--- src/hw/rtl/exlex_pkg.sv ---
`timescale 1ns / 1ps

package exlex_pkg;

   // default width of the running byte position
   localparam int POSITION_BITS_DEFAULT = 16;

   // field widths of one result word
   localparam int KIND_BITS   = 5;
   localparam int START_BITS  = 16;
   localparam int LENGTH_BITS = 16;

   // result queue between the scanner and the output channel
   localparam int QUEUE_DEPTH     = 4;
   localparam int QUEUE_PTR_BITS  = $clog2(QUEUE_DEPTH);
   localparam int QUEUE_CNT_BITS  = $clog2(QUEUE_DEPTH + 1);

   // token kinds
   localparam logic [KIND_BITS-1:0] KIND_UNARY  = 5'd0;
   localparam logic [KIND_BITS-1:0] KIND_ARROW  = 5'd1;
   localparam logic [KIND_BITS-1:0] KIND_SUB    = 5'd2;
   localparam logic [KIND_BITS-1:0] KIND_ADD    = 5'd3;
   localparam logic [KIND_BITS-1:0] KIND_MUL    = 5'd4;
   localparam logic [KIND_BITS-1:0] KIND_POW    = 5'd5;
   localparam logic [KIND_BITS-1:0] KIND_BAR    = 5'd6;
   localparam logic [KIND_BITS-1:0] KIND_LPAREN = 5'd7;
   localparam logic [KIND_BITS-1:0] KIND_RPAREN = 5'd8;
   localparam logic [KIND_BITS-1:0] KIND_COMMA  = 5'd9;
   localparam logic [KIND_BITS-1:0] KIND_DOT    = 5'd10;
   localparam logic [KIND_BITS-1:0] KIND_SEMI   = 5'd11;
   localparam logic [KIND_BITS-1:0] KIND_END    = 5'd12;
   localparam logic [KIND_BITS-1:0] KIND_BIND   = 5'd13;
   localparam logic [KIND_BITS-1:0] KIND_NUMBER = 5'd14;
   localparam logic [KIND_BITS-1:0] KIND_FUN    = 5'd15;
   localparam logic [KIND_BITS-1:0] KIND_SYMBOL = 5'd16;

   // characters with a role of their own
   localparam logic [7:0] CHAR_NUL   = 8'h00;
   localparam logic [7:0] CHAR_MINUS = 8'h2D;
   localparam logic [7:0] CHAR_GT    = 8'h3E;
   localparam logic [7:0] CHAR_SEMI  = 8'h3B;

   // keyword matcher progress
   localparam logic [2:0] KW_START   = 3'd0;
   localparam logic [2:0] KW_FIRST   = 3'd1;
   localparam logic [2:0] KW_MATCHED = 3'd3;
   localparam logic [2:0] KW_FAILED  = 3'd4;

   localparam logic [LENGTH_BITS-1:0] LENGTH_MAX = '1;

   typedef enum logic [2:0] {
      MODE_IDLE   = 3'd0,
      MODE_MINUS  = 3'd1,
      MODE_SEMI   = 3'd2,
      MODE_NUMBER = 3'd3,
      MODE_SYMBOL = 3'd4,
      MODE_ERROR  = 3'd5
   } scan_mode_type;

   typedef struct packed {
      logic [KIND_BITS-1:0]   token_kind;
      logic [START_BITS-1:0]  token_start;
      logic [LENGTH_BITS-1:0] token_length;
      logic                   unknown_char;
      logic                   text_done;
      logic                   last_of_run;
   } token_word_type;

   typedef struct packed {
      logic                 hit;
      logic [KIND_BITS-1:0] kind;
   } single_op_type;

   function automatic logic is_digit(input logic [7:0] b);
      return (b >= 8'h30) && (b <= 8'h39);
   endfunction

   function automatic logic is_alpha(input logic [7:0] b);
      return ((b >= 8'h61) && (b <= 8'h7A)) || ((b >= 8'h41) && (b <= 8'h5A));
   endfunction

   // space, tab, newline, vertical tab, form feed, carriage return
   function automatic logic is_space(input logic [7:0] b);
      return (b == 8'h20) || ((b >= 8'h09) && (b <= 8'h0D));
   endfunction

   // letters of the keyword "fun"
   function automatic logic [7:0] keyword_char(input logic [1:0] idx);
      logic [7:0] c;
      case (idx)
         2'd0:    c = 8'h66;
         2'd1:    c = 8'h75;
         2'd2:    c = 8'h6E;
         default: c = 8'h00;
      endcase
      return c;
   endfunction

   // one-character operators reported at once
   function automatic single_op_type single_op(input logic [7:0] b);
      single_op_type r;
      r.hit  = 1'b1;
      r.kind = KIND_UNARY;
      unique case (b) inside
         8'h7E, 8'h40, 8'h21: r.kind = KIND_UNARY;
         8'h2B:               r.kind = KIND_ADD;
         8'h2A, 8'h2F, 8'h25: r.kind = KIND_MUL;
         8'h5E:               r.kind = KIND_POW;
         8'h7C:               r.kind = KIND_BAR;
         8'h28:               r.kind = KIND_LPAREN;
         8'h29:               r.kind = KIND_RPAREN;
         8'h2C:               r.kind = KIND_COMMA;
         8'h2E:               r.kind = KIND_DOT;
         8'h3D:               r.kind = KIND_BIND;
         default:             r.hit  = 1'b0;
      endcase
      return r;
   endfunction

   function automatic token_word_type make_word(
      input logic [KIND_BITS-1:0]   kind,
      input logic [START_BITS-1:0]  start,
      input logic [LENGTH_BITS-1:0] length,
      input logic                   unknown,
      input logic                   done
   );
      token_word_type w;
      w.token_kind   = kind;
      w.token_start  = start;
      w.token_length = length;
      w.unknown_char = unknown;
      w.text_done    = done;
      w.last_of_run  = 1'b0;
      return w;
   endfunction

endpackage

--- src/hw/rtl/exlex_req_if.sv ---
`timescale 1ns / 1ps

interface exlex_req_if;
   logic       valid;
   logic       ready;
   logic [7:0] text_byte;

   modport source (output valid, output text_byte, input ready);
   modport sink   (input valid, input text_byte, output ready);
endinterface

--- src/hw/rtl/exlex_rsp_if.sv ---
`timescale 1ns / 1ps

interface exlex_rsp_if;
   import exlex_pkg::*;

   logic                   valid;
   logic                   ready;
   logic [KIND_BITS-1:0]   token_kind;
   logic [START_BITS-1:0]  token_start;
   logic [LENGTH_BITS-1:0] token_length;
   logic                   unknown_char;
   logic                   text_done;
   logic                   last_of_run;

   modport source (
      output valid, output token_kind, output token_start, output token_length,
      output unknown_char, output text_done, output last_of_run, input ready
   );
   modport sink (
      input valid, input token_kind, input token_start, input token_length,
      input unknown_char, input text_done, input last_of_run, output ready
   );
endinterface

--- src/hw/rtl/expression_lexer_core.sv ---
`timescale 1ns / 1ps

// channel   | dir | payload                                        | words per byte
// ----------+-----+------------------------------------------------+---------------
// req_bus   | in  | text_byte                                      | 1
// rsp_bus   | out | token_kind token_start token_length            | 0, 1 or 2
//           |     | unknown_char text_done last_of_run             |
//
// one text byte is taken per cycle while req_bus.ready is high; its tokens enter a
// four-word result queue at the same edge and leave from the queue head one word per cycle
// while rsp_bus.ready is high. req_bus.ready is high while the queue has room for two words,
// so a byte that flushes a pending token and reports its own word adds one more queued word,
// not an input stall unless the output side is stalled too.
// reset is synchronous: scanner idle, position zero, queue empty.

module expression_lexer_core #(
   parameter int POSITION_BITS = exlex_pkg::POSITION_BITS_DEFAULT
) (
   input logic          clock,
   input logic          reset,
   exlex_req_if.sink    req_bus,
   exlex_rsp_if.source  rsp_bus
);
   import exlex_pkg::*;

   localparam logic [QUEUE_CNT_BITS-1:0] COUNT_READY_MAX = QUEUE_CNT_BITS'(QUEUE_DEPTH - 2);
   localparam logic [QUEUE_CNT_BITS-1:0] COUNT_FULL      = QUEUE_CNT_BITS'(QUEUE_DEPTH);

   // scanner state
   scan_mode_type            mode_ff, mode_in;
   logic [POSITION_BITS-1:0] pos_ff, pos_in;
   logic [START_BITS-1:0]    pend_start_ff, pend_start_in;
   logic [LENGTH_BITS-1:0]   pend_len_ff, pend_len_in;
   logic [2:0]               kw_ff, kw_in;

   // result queue
   token_word_type              queue_ff [QUEUE_DEPTH];
   logic [QUEUE_PTR_BITS-1:0]   head_ff, tail_ff;
   logic [QUEUE_CNT_BITS-1:0]   count_ff;

   logic                           req_accept, rsp_accept;
   logic [7:0]                     b;
   logic [POSITION_BITS+START_BITS-1:0] pos_wide;
   logic [START_BITS-1:0]          pos16;
   logic [LENGTH_BITS-1:0]         len_inc;
   single_op_type                  op;
   logic                           fresh;
   logic                           a_valid, b_valid;
   token_word_type                 word_a, word_b;
   token_word_type                 first_word;
   logic                           push_one, push_two;
   logic [QUEUE_CNT_BITS-1:0]      push_num;

   assign req_accept = req_bus.valid && req_bus.ready;
   assign rsp_accept = rsp_bus.valid && rsp_bus.ready;
   assign b          = req_bus.text_byte;

   // reported start is the low bits of the position, zero-extended when narrower
   assign pos_wide = {{START_BITS{1'b0}}, pos_ff};
   assign pos16    = pos_wide[START_BITS-1:0];
   assign len_inc  = (pend_len_ff == LENGTH_MAX) ? pend_len_ff : pend_len_ff + 1'b1;
   assign op       = single_op(b);

   // scan one byte: flush word first, then the word of the byte itself
   always_comb begin
      mode_in       = mode_ff;
      pos_in        = pos_ff;
      pend_start_in = pend_start_ff;
      pend_len_in   = pend_len_ff;
      kw_in         = kw_ff;
      fresh         = 1'b1;
      a_valid       = 1'b0;
      b_valid       = 1'b0;
      word_a        = '0;
      word_b        = '0;

      unique case (mode_ff)
         MODE_ERROR: begin
            fresh = 1'b0;
            if (b == CHAR_NUL) begin
               a_valid = 1'b1;
               word_a  = make_word(KIND_UNARY, pos16, '0, 1'b0, 1'b1);
               mode_in = MODE_IDLE;
            end
         end
         MODE_MINUS: begin
            mode_in = MODE_IDLE;
            a_valid = 1'b1;
            if (b == CHAR_GT) begin
               word_a = make_word(KIND_ARROW, pend_start_ff, LENGTH_BITS'(2), 1'b0, 1'b0);
               fresh  = 1'b0;
            end else begin
               word_a = make_word(KIND_SUB, pend_start_ff, LENGTH_BITS'(1), 1'b0, 1'b0);
            end
         end
         MODE_SEMI: begin
            mode_in = MODE_IDLE;
            a_valid = 1'b1;
            if (b == CHAR_SEMI) begin
               word_a = make_word(KIND_END, pend_start_ff, LENGTH_BITS'(2), 1'b0, 1'b0);
               fresh  = 1'b0;
            end else begin
               word_a = make_word(KIND_SEMI, pend_start_ff, LENGTH_BITS'(1), 1'b0, 1'b0);
            end
         end
         MODE_NUMBER: begin
            if (is_digit(b)) begin
               pend_len_in = len_inc;
               fresh       = 1'b0;
            end else begin
               a_valid = 1'b1;
               word_a  = make_word(KIND_NUMBER, pend_start_ff, pend_len_ff, 1'b0, 1'b0);
               mode_in = MODE_IDLE;
            end
         end
         MODE_SYMBOL: begin
            if (is_alpha(b)) begin
               pend_len_in = len_inc;
               if ((kw_ff < KW_MATCHED) && (b == keyword_char(kw_ff[1:0]))) begin
                  kw_in = kw_ff + 1'b1;
               end else begin
                  kw_in = KW_FAILED;
               end
               fresh = 1'b0;
            end else begin
               a_valid = 1'b1;
               word_a  = make_word((kw_ff == KW_MATCHED) ? KIND_FUN : KIND_SYMBOL,
                                   pend_start_ff, pend_len_ff, 1'b0, 1'b0);
               mode_in = MODE_IDLE;
            end
         end
         default: begin
            mode_in = MODE_IDLE;
         end
      endcase

      // the byte as the start of something new
      if (fresh) begin
         if (b == CHAR_NUL) begin
            b_valid = 1'b1;
            word_b  = make_word(KIND_UNARY, pos16, '0, 1'b0, 1'b1);
         end else if (is_space(b)) begin
            b_valid = 1'b0;
         end else if (op.hit) begin
            b_valid = 1'b1;
            word_b  = make_word(op.kind, pos16, LENGTH_BITS'(1), 1'b0, 1'b0);
         end else if ((b == CHAR_MINUS) || (b == CHAR_SEMI)) begin
            mode_in       = (b == CHAR_MINUS) ? MODE_MINUS : MODE_SEMI;
            pend_start_in = pos16;
            pend_len_in   = LENGTH_BITS'(1);
         end else if (is_digit(b)) begin
            mode_in       = MODE_NUMBER;
            pend_start_in = pos16;
            pend_len_in   = LENGTH_BITS'(1);
         end else if (is_alpha(b)) begin
            mode_in       = MODE_SYMBOL;
            pend_start_in = pos16;
            pend_len_in   = LENGTH_BITS'(1);
            kw_in         = (b == keyword_char(2'd0)) ? KW_FIRST : KW_FAILED;
         end else begin
            b_valid = 1'b1;
            word_b  = make_word(KIND_UNARY, pos16, LENGTH_BITS'(1), 1'b1, 1'b0);
            mode_in = MODE_ERROR;
         end
      end

      // zero byte ends the text
      if (b == CHAR_NUL) begin
         pos_in  = '0;
         mode_in = MODE_IDLE;
      end else begin
         pos_in = pos_ff + 1'b1;
      end

      word_a.last_of_run = !b_valid;
      word_b.last_of_run = 1'b1;
   end

   // scanner state register
   always_ff @(posedge clock) begin
      if (reset) begin
         mode_ff       <= MODE_IDLE;
         pos_ff        <= '0;
         pend_start_ff <= '0;
         pend_len_ff   <= '0;
         kw_ff         <= KW_START;
      end else if (req_accept) begin
         mode_ff       <= mode_in;
         pos_ff        <= pos_in;
         pend_start_ff <= pend_start_in;
         pend_len_ff   <= pend_len_in;
         kw_ff         <= kw_in;
      end
   end

   // queue writes: one or two words at the tail
   assign push_one   = req_accept && (a_valid || b_valid);
   assign push_two   = req_accept && a_valid && b_valid;
   assign first_word = a_valid ? word_a : word_b;
   assign push_num   = QUEUE_CNT_BITS'(push_one) + QUEUE_CNT_BITS'(push_two);

   always_ff @(posedge clock) begin
      if (push_one) begin
         queue_ff[tail_ff] <= first_word;
      end
      if (push_two) begin
         queue_ff[tail_ff + 1'b1] <= word_b;
      end
   end

   // queue pointers and fill count
   always_ff @(posedge clock) begin
      if (reset) begin
         head_ff  <= '0;
         tail_ff  <= '0;
         count_ff <= '0;
      end else begin
         tail_ff  <= tail_ff + QUEUE_PTR_BITS'(push_num);
         head_ff  <= head_ff + QUEUE_PTR_BITS'(rsp_accept);
         count_ff <= count_ff + push_num - QUEUE_CNT_BITS'(rsp_accept);
      end
   end

   assign req_bus.ready = (count_ff <= COUNT_READY_MAX);

   // output word from the queue head
   assign rsp_bus.valid        = (count_ff != '0);
   assign rsp_bus.token_kind   = queue_ff[head_ff].token_kind;
   assign rsp_bus.token_start  = queue_ff[head_ff].token_start;
   assign rsp_bus.token_length = queue_ff[head_ff].token_length;
   assign rsp_bus.unknown_char = queue_ff[head_ff].unknown_char;
   assign rsp_bus.text_done    = queue_ff[head_ff].text_done;
   assign rsp_bus.last_of_run  = queue_ff[head_ff].last_of_run;

   // checks
   assert property (@(posedge clock) disable iff (reset) count_ff <= COUNT_FULL)
      else $error("result queue overflow");

   assert property (@(posedge clock) disable iff (reset)
      (req_accept && (b == CHAR_NUL)) |=> ((pos_ff == '0) && (mode_ff == MODE_IDLE)))
      else $error("zero byte did not restart the text");

   assert property (@(posedge clock) disable iff (reset)
      ((mode_ff == MODE_NUMBER) || (mode_ff == MODE_SYMBOL)) |-> (pend_len_ff != '0))
      else $error("pending run with zero length");

   assert property (@(posedge clock) disable iff (reset)
      (req_accept && !a_valid && !b_valid) |=> (count_ff == $past(count_ff)
         - QUEUE_CNT_BITS'($past(rsp_accept))))
      else $error("queue count moved without a pushed word");

endmodule
--- src/flat_wrapper.sv ---
// flat-port wrapper written by rule: the top's interface ports become plain ports
module expression_lexer_core_flat import exlex_pkg::*;
#(
   parameter int POSITION_BITS = exlex_pkg::POSITION_BITS_DEFAULT
)
  (clock, reset, req_bus_valid, req_bus_text_byte, req_bus_ready, rsp_bus_valid, rsp_bus_token_kind, rsp_bus_token_start, rsp_bus_token_length, rsp_bus_unknown_char, rsp_bus_text_done, rsp_bus_last_of_run, rsp_bus_ready);
  exlex_req_if req_bus_i ();
  exlex_rsp_if rsp_bus_i ();
  input logic clock;
  input logic reset;
  input wire logic [$bits(req_bus_i.valid)-1:0] req_bus_valid;
  input wire logic [$bits(req_bus_i.text_byte)-1:0] req_bus_text_byte;
  output wire logic [$bits(req_bus_i.ready)-1:0] req_bus_ready;
  output wire logic [$bits(rsp_bus_i.valid)-1:0] rsp_bus_valid;
  output wire logic [$bits(rsp_bus_i.token_kind)-1:0] rsp_bus_token_kind;
  output wire logic [$bits(rsp_bus_i.token_start)-1:0] rsp_bus_token_start;
  output wire logic [$bits(rsp_bus_i.token_length)-1:0] rsp_bus_token_length;
  output wire logic [$bits(rsp_bus_i.unknown_char)-1:0] rsp_bus_unknown_char;
  output wire logic [$bits(rsp_bus_i.text_done)-1:0] rsp_bus_text_done;
  output wire logic [$bits(rsp_bus_i.last_of_run)-1:0] rsp_bus_last_of_run;
  input wire logic [$bits(rsp_bus_i.ready)-1:0] rsp_bus_ready;
  assign req_bus_i.valid = req_bus_valid;
  assign req_bus_i.text_byte = req_bus_text_byte;
  assign req_bus_ready = req_bus_i.ready;
  assign rsp_bus_valid = rsp_bus_i.valid;
  assign rsp_bus_token_kind = rsp_bus_i.token_kind;
  assign rsp_bus_token_start = rsp_bus_i.token_start;
  assign rsp_bus_token_length = rsp_bus_i.token_length;
  assign rsp_bus_unknown_char = rsp_bus_i.unknown_char;
  assign rsp_bus_text_done = rsp_bus_i.text_done;
  assign rsp_bus_last_of_run = rsp_bus_i.last_of_run;
  assign rsp_bus_i.ready = rsp_bus_ready;
  expression_lexer_core #(.POSITION_BITS(POSITION_BITS)) u_core (.clock(clock), .reset(reset), .req_bus(req_bus_i), .rsp_bus(rsp_bus_i));
endmodule
--- config.mk ---
export PLATFORM = sky130hd
export DESIGN_NAME = expression_lexer_core_flat
export DESIGN_NICKNAME = d
export VERILOG_FILES = /design/src/hw/rtl/exlex_pkg.sv /design/src/hw/rtl/exlex_req_if.sv /design/src/hw/rtl/exlex_rsp_if.sv /design/src/hw/rtl/expression_lexer_core.sv /design/src/flat_wrapper.sv
export SDC_FILE = /design/constraint.sdc
export NUM_CORES = 1
export LEC_CHECK = 0
export BUFFER_PORTS_ARGS = -buffer_cell sky130_fd_sc_hd__buf_2
export CORE_MARGIN = 2
export CORE_UTILIZATION = 40
export CTS_BUF_LIST = sky130_fd_sc_hd__clkbuf_8
export CTS_CLUSTER_SIZE = 24
export DETAILED_ROUTE_END_ITERATION = 7
export PLACE_DENSITY_LB_ADDON = 0.1
export SYNTH_ARGS = -nofsm -noshare
export SYNTH_HDL_FRONTEND = slang
export SYNTH_SLANG_ARGS = --single-unit
--- constraint.sdc ---
create_clock -name clock -period 3.7 [get_ports clock]
set_clock_uncertainty 0.15 [all_clocks]
set_input_delay 0.37 -clock clock [delete_from_list [all_inputs] [get_ports clock]]
set_output_delay 0.37 -clock clock [all_outputs]
set_load 0.01 [all_outputs]
* Word-level counts from Yosys, hierarchy flattened
Memory sizes are Yosys's and may differ from the RTL's. A register that Yosys moved wholly into a read port is not among the register bits.
Cells that the tools add are included.
** Storage, ports and cells
- Register bits after elaboration :: 61
- Memory bits (writable) :: 160
- Output and inout port bits :: 42
- Word-level logic and storage cells :: 158
- Memories kept :: 1
** Memories
- u_core.queue_ff :: depth 4, bits a word 40, rd ports 1, clocked after Yosys merged registers in 1, wr ports 2, RTL line expression_lexer_core.sv:37 : token_word_type queue_ff [QUEUE_DEPTH];
** Operators by class
- Add/subtract/negate cells :: 9
- Magnitude comparators :: 10
- Eq/ne operators :: 29
- Multiplexer cells :: 75
- Bitwise operators :: 3
- Reductions and logical operators :: 23
** Operator list (count)
- 40-bit two-way mux :: 8
- 16-bit two-way mux :: 14
- 40-bit one-hot mux with 5 select lines :: 1
- 8-bit by 6-bit equality test with 1-bit output, second input constant :: 14
- 35-bit two-way mux :: 2
- 3-bit two-way mux :: 19
- 8-bit by 7-bit equality test with 1-bit output, second input constant :: 5
- 39-bit two-way mux :: 1
- 38-bit two-way mux :: 1
- 37-bit two-way mux :: 1
- 4-bit one-hot mux with 9 select lines :: 1
- 16-bit by 1-bit adder with 16-bit output, second input constant :: 2
- 16-bit one-hot mux with 2 select lines :: 1
- 7-bit one-hot mux with 3 select lines :: 1
- 1-bit two-way mux :: 17
- 16-bit equality test, second input constant :: 1
- 8-bit by 7-bit >= comparator with 1-bit output, second input constant :: 2
- 8-bit by 7-bit less-or-equal comparator with 1-bit output, second input constant :: 2
- 8-bit two-way mux :: 2
- 14-bit OR reduction :: 1
- 1-bit logical AND :: 10
- 3-bit by 2-bit equality test with 1-bit output, second input constant :: 3
- 3-bit one-hot mux with 3 select lines :: 1
- 8-bit equality test :: 1
- 30 further kinds :: 38

* Depth between registers and ports, before layout
- Word-level depth :: 17
- Mapped depth :: 18
- Depth with buffers taken out :: 13

* Worst setup path before layout
OpenSTA, ideal clock, no wires.
- Path kind :: input-to-reg
- Start point :: in req_bus_text_byte[4]
- End point :: reg u_core.count_ff[2]
- Library setup time :: 0.128 ns
- Arrival :: 3.284 ns
- Data required time :: 3.422 ns
- Slack :: 0.139 ns
- Stages on the path :: 15
- Path buffers :: 2
- Path through :: or4_4 > or4b_4 > nand2_4 > a21o_4 > nor2_4 > buf_6 > buf_2 > xnor2_1 > nor2_1 > ha_1 > inv_1 > fa_1 > xnor2_1 > xnor2_1 > nor2_1
** Between the ends
- Cells in the longest elaborated chain, start to end :: 15
- Elaborated cells between the ends (all ways) :: 56
** RTL lines
- start, declared :: RTL line flat_wrapper.sv:12 : input wire logic [$bits(req_bus_i.text_byte)-1:0] req_bus_text_byte;
- 8-bit by 7-bit >= comparator with 1-bit output / 8-bit by 7-bit less-or-equal comparator with 1-bit output (equally long branches) :: RTL line exlex_pkg.sv:79 : return ((b >= 8'h61) && (b <= 8'h7A)) || ((b >= 8'h41) && (b <= 8'h5A));
- 1-bit logical AND :: RTL line exlex_pkg.sv:79
- 1-bit logical OR :: RTL line exlex_pkg.sv:79
- 1-bit two-way mux :: RTL line expression_lexer_core.sv:117, expression_lexer_core.sv:155
- 1-bit two-way mux :: RTL line expression_lexer_core.sv:151 : end else if (is_digit(b)) begin
- 1-bit two-way mux :: RTL line expression_lexer_core.sv:147 : end else if ((b == CHAR_MINUS) || (b == CHAR_SEMI)) begin
- 1-bit two-way mux :: RTL line expression_lexer_core.sv:144 : end else if (op.hit) begin
- 1-bit two-way mux :: RTL line expression_lexer_core.sv:142 : end else if (is_space(b)) begin
- 1-bit two-way mux :: RTL line expression_lexer_core.sv:139 : if (b == CHAR_NUL) begin
- 1-bit two-way mux :: RTL line expression_lexer_core.sv:138 : if (fresh) begin
- 1-bit logical OR :: RTL line expression_lexer_core.sv:197 : assign push_one = req_accept && (a_valid || b_valid);
- 1-bit logical AND :: RTL line expression_lexer_core.sv:197
- 1-bit by 1-bit adder with 2-bit output (*) :: RTL line expression_lexer_core.sv:200 : assign push_num = QUEUE_CNT_BITS'(push_one) + QUEUE_CNT_BITS'(push_two);
- 3-bit adder (*) :: RTL line expression_lexer_core.sv:220 : count_ff <= count_ff + push_num - QUEUE_CNT_BITS'(rsp_accept);
- 3-bit by 1-bit subtractor with 3-bit output (*) :: RTL line expression_lexer_core.sv:220
- end signal, assigned :: RTL line expression_lexer_core.sv:220
- end, declared :: RTL line expression_lexer_core.sv:39 : logic [QUEUE_CNT_BITS-1:0] count_ff;
Mark *: on every way between the ends. The rest lies on a longest branch, timed or not.
A chain may end at the register's enable or synchronous reset.

* Worst setup path after layout
- Start point :: reg u_core.mode_ff[1]
- End point :: reg u_core.count_ff[2]
** Between the ends
- Cells in the longest elaborated chain, start to end :: 8
- Elaborated cells between the ends (all ways) :: 16
** RTL lines
- start, declared :: RTL line expression_lexer_core.sv:30 : scan_mode_type mode_ff, mode_in;
- start signal, assigned :: RTL line expression_lexer_core.sv:188 : mode_ff <= mode_in;
- 3-bit equality test, or another cell as far along :: RTL line expression_lexer_core.sv:77 : unique case (mode_ff)
- 1-bit one-hot mux with 5 select lines / 2-bit OR reduction (equally long branches)
- 1-bit two-way mux / 1-bit one-hot mux with 4 select lines (equally long branches) :: RTL line expression_lexer_core.sv:138, expression_lexer_core.sv:77
- 1-bit logical OR / 1-bit logical AND (equally long branches) :: RTL line expression_lexer_core.sv:197, expression_lexer_core.sv:198
- 1-bit logical AND (on tied branches) :: RTL line expression_lexer_core.sv:197, expression_lexer_core.sv:198
- 1-bit by 1-bit adder with 2-bit output (*) :: RTL line expression_lexer_core.sv:200
- 3-bit adder (*) :: RTL line expression_lexer_core.sv:220
- 3-bit by 1-bit subtractor with 3-bit output (*) :: RTL line expression_lexer_core.sv:220
Marked as above.

==> results.md <==
- Outcome: completed
- GRT overflow: 0
- HPWL Detailed: 22.7 mm
- Htree depth: 2
- Area grow syn2layout: 13.0%
- Initial antenna violation count: 0
- Clock sink total: 221
- Synthesized area per cell: 10.3 sq um
- Slew Limit Headroom: ~32%
- Crit. End Element: flip-flop
- Fillcell total: 2752
- Cell family with most CP delay: simple AND/OR/NAND/NOR gates
- Vias/cell: 5.93
- Post-CTS Resized: 0
- Multi-input gate area: slightly below 6000 sq um
- VDD IR max: between 0.0002 and 0.00025 V
- Die X: 175 um
- Final Hold Vio Count: 0
- DR vias: 9499
- Routed wire per std cell: 21.7 um
- Worst hold path stage count: 4
- Crit Path Category: flip-flop to flip-flop
- Root buffer cell: clkbuf_8
- Critical Path Max Stage Delay: 0.47 ns
- FF-to-FF setup slack: around 0.35 ns
- DR pass1 iterations: 5
- Slowest-stage cell, CP: or3_1
- Reg2reg start: u_core.mode_ff[1]$_SDFFE_PP0P_
- Setup_tns: 0 ns
- Hold Buf Count CTS: 0
- Post-route DRC: 0
- #FFs+latches synth: approximately 220
- Critical Path Start Type: flip-flop
- Min-delay src: rsp_bus_ready
- Pin count of the biggest net entering global routing: 58
- Final Max Slew Viols: 0
- Crit share post-route: 90.6%
- Count leader, synth: dfxtp_1
- Final setup fails: 0
- Area contributors post-synth: edfxtp_1, dfxtp_1, mux4_2
- FF-to-FF End: u_core.count_ff[2]$_SDFF_PP0_
- Yosys cell types: 97
- Die area: 30600 sq um
- Worst-path maximum fanout: 14
- Tmin final: around 3.4 ns
- PwrDens: 558 nW/um^2
- CP dominant cell by count: xnor2_1
- Routed WL: about 35 mm
- Dpl cell area: 12500 sq um
- Post-route ant nets: 0
- First-pass GRT wire length: 54.0 mm
- CTS buffer count: 39
- CTS tree: yes
- RSZ-0062 raised after global routing: false
- Synth Net Count: ~1200
- Num ports: 54
- Min-delay worst type: input port to flip-flop
- Hold Crit Endpoint: u_core.head_ff[0]$_SDFF_PP0_
- Gate Count Post-Synth: 1131
- Drt initial violations: ~900
- GRT Util Overall: 22.6%
- Synthesized cell area: about 12000 sq um
- Worst-path clk slew: 0.06 ns
- Synth area leader: edfxtp_1
- Slew of the pin with the lowest slew margin: just over 1 ns
- Crit-path cells: or3b_1 > or3_1 > and3_1 > nand2_1 > nand4_1 > ha_1 > fa_1 > xnor2_1 > xnor2_1 > nor2_1
- Rows: 62
- Die Y: 175 um
- Setup bufs post-CTS: 0
- Number of max-cap violations: 0
- Sequential Area: around 5300 sq um
- Critical path arrival: 3.58 ns
- Ys flop type: dfxtp_1
- Layout cell share with drive strength beyond 1: a little over a fifth
- Number of synthesized flops with an enable pin: just over 90
- Vias in the first global route: 9084
- Post-layout instance area: 13200 sq um
- Yosys top cell area share: 23.6%
- WP buf/inv: 0
- Core ar.: 28800 sq um
- Post-synthesis sequential area ratio: 45.7%
- Initial core utilization: 40.7%
- Most frequent cells after synthesis: dfxtp_1, nand2_1, edfxtp_1
- Maximum root-to-sink buffer count: 3
- IO buf count: between 50 and 60
- Nets: about 1200
- Asr flop ratio synth: 0%
- Clk_lat worst skew: 0.54 ns
- RePlAce Congestion: 0.903
- Ys Warns: 0
- Req. time, crit path: 3.93 ns
- Antenna diodes: 0
- LEAKAGE: 4.61 nW
- FF-to-FF path depth: 10
- Max Freq: 298 MHz
## placed cells by master, fill, tap and decap left out, types with 6 or more instances in the layout
| cell type | n |
|---|---|
| a22oi_4 | 10 |
| or3_1 | 8 |
| nor2b_1 | 7 |
| nor3_1 | 22 |
| buf_2 | 53 |
| nand4_1 | 16 |
| a22oi_1 | 15 |
| xnor2_1 | 10 |
| nand2b_1 | 11 |
| a31oi_1 | 7 |
| a21oi_1 | 72 |
| nand3_1 | 63 |
| and3_1 | 16 |
| or2_2 | 6 |
| ha_1 | 13 |
| clkbuf_8 | 43 |
| buf_12 | 7 |
| o21ai_0 | 29 |
| buf_4 | 56 |
| a32o_1 | 30 |
| edfxtp_1 | 92 |
| o22ai_1 | 81 |
| nor2_1 | 77 |
| nand2_1 | 121 |
| mux4_2 | 40 |
| dfxtp_1 | 127 |
| a21o_1 | 6 |
| xor2_1 | 11 |
| inv_1 | 28 |
## power breakdown
part | internal, mW | switching (mW) | leakage [nW]
clock network | 1.06 | 0.991 | 0.416
logic | 0.885 | 1.41 | 2.32
registers | 2.85 | 0.183 | 1.88
total | 4.79 | 2.59 | 4.61
## routing by layer
metal / vias up / share of wire, % / GRT usage [%] / wire (um)
met1: 4662 / 47 / 33.6 / 16400
met5: - / 0 / 0 / 0
li1: 4468 / - / - / -
met2: 320 / 44 / 34.6 / 15300
met4: 0 / 1.8 / 5.87 / 618
met3: 49 / 7.0 / 3.29 / 2430
## per-stage QoR
step                hold WS, ns  total power [mW]  setup WS, ns  utilization, %  instances
floorplan                 0.283              4.56         0.139               -       1131
global placement          0.291              5.38         0.201            43.6       1535
detailed placement        0.296              5.39         0.202            43.6       1535
CTS                       0.154              7.43         0.374            45.9       1601
global route              0.230              7.72         0.176            45.9       1601
finish                    0.165              7.37         0.348            45.9       1601
## worst min-delay path: cells and delay by family
family | cells | cell delay, ns
fa+ha+maj | 1 | 0.12
buf+inv | 1 | 0.07
simple gates | 2 | 0.25
## area by class of cell
| cell class | count | share of cell area (%) |
|---|---|---|
| clock buffer | 43 | 4.48 |
| timing repair buffer | 116 | 6.25 |
| multi-input combinational | 802 | 44.2 |
| inverter | 12 | 0.341 |
| clock inverter | 23 | 0.700 |
| sequential | 221 | 40.4 |
| tap | 384 | 3.63 |
## state kept, by name (all words and copies together) (netlist names)
signal	cells
u_core.pend_len_ff	16
u_core.pend_start_ff	16
u_core.tail_ff	2
u_core.head_ff	2
u_core.count_ff	3
u_core.queue_ff	160
u_core.kw_ff	3
u_core.mode_ff	3
u_core.pos16	16
## cell families after synthesis
logic type | count (synthesis) | share of synthesized area, %
mux | 42 | 7.87
flops | 221 | 45.7
simple gates | 412 | 18.8
xor+xnor | 21 | 1.57
fa+ha+maj | 14 | 1.56
buf+inv | 108 | 4.54
compound gates | 313 | 19.9
## worst max-delay path by stage
stage / from / endpoint / slack [ns] / cells past startpoint
after global placement: req_bus_text_byte[7] / u_core.count_ff[2]$_SDFF_PP0_ / 0.20 / 15
final: u_core.mode_ff[1]$_SDFFE_PP0P_ / u_core.count_ff[2]$_SDFF_PP0_ / 0.35 / 10
after detailed placement: req_bus_text_byte[7] / u_core.count_ff[2]$_SDFF_PP0_ / 0.20 / 15
after global routing: u_core.mode_ff[1]$_SDFFE_PP0P_ / u_core.count_ff[2]$_SDFF_PP0_ / 0.18 / 13
after CTS: u_core.mode_ff[0]$_SDFFE_PP0P_ / u_core.count_ff[2]$_SDFF_PP0_ / 0.37 / 10
after floorplan: req_bus_text_byte[4] / u_core.count_ff[2]$_SDFF_PP0_ / 0.14 / 15
No activity file was read; power rests on OpenSTA's default activity.
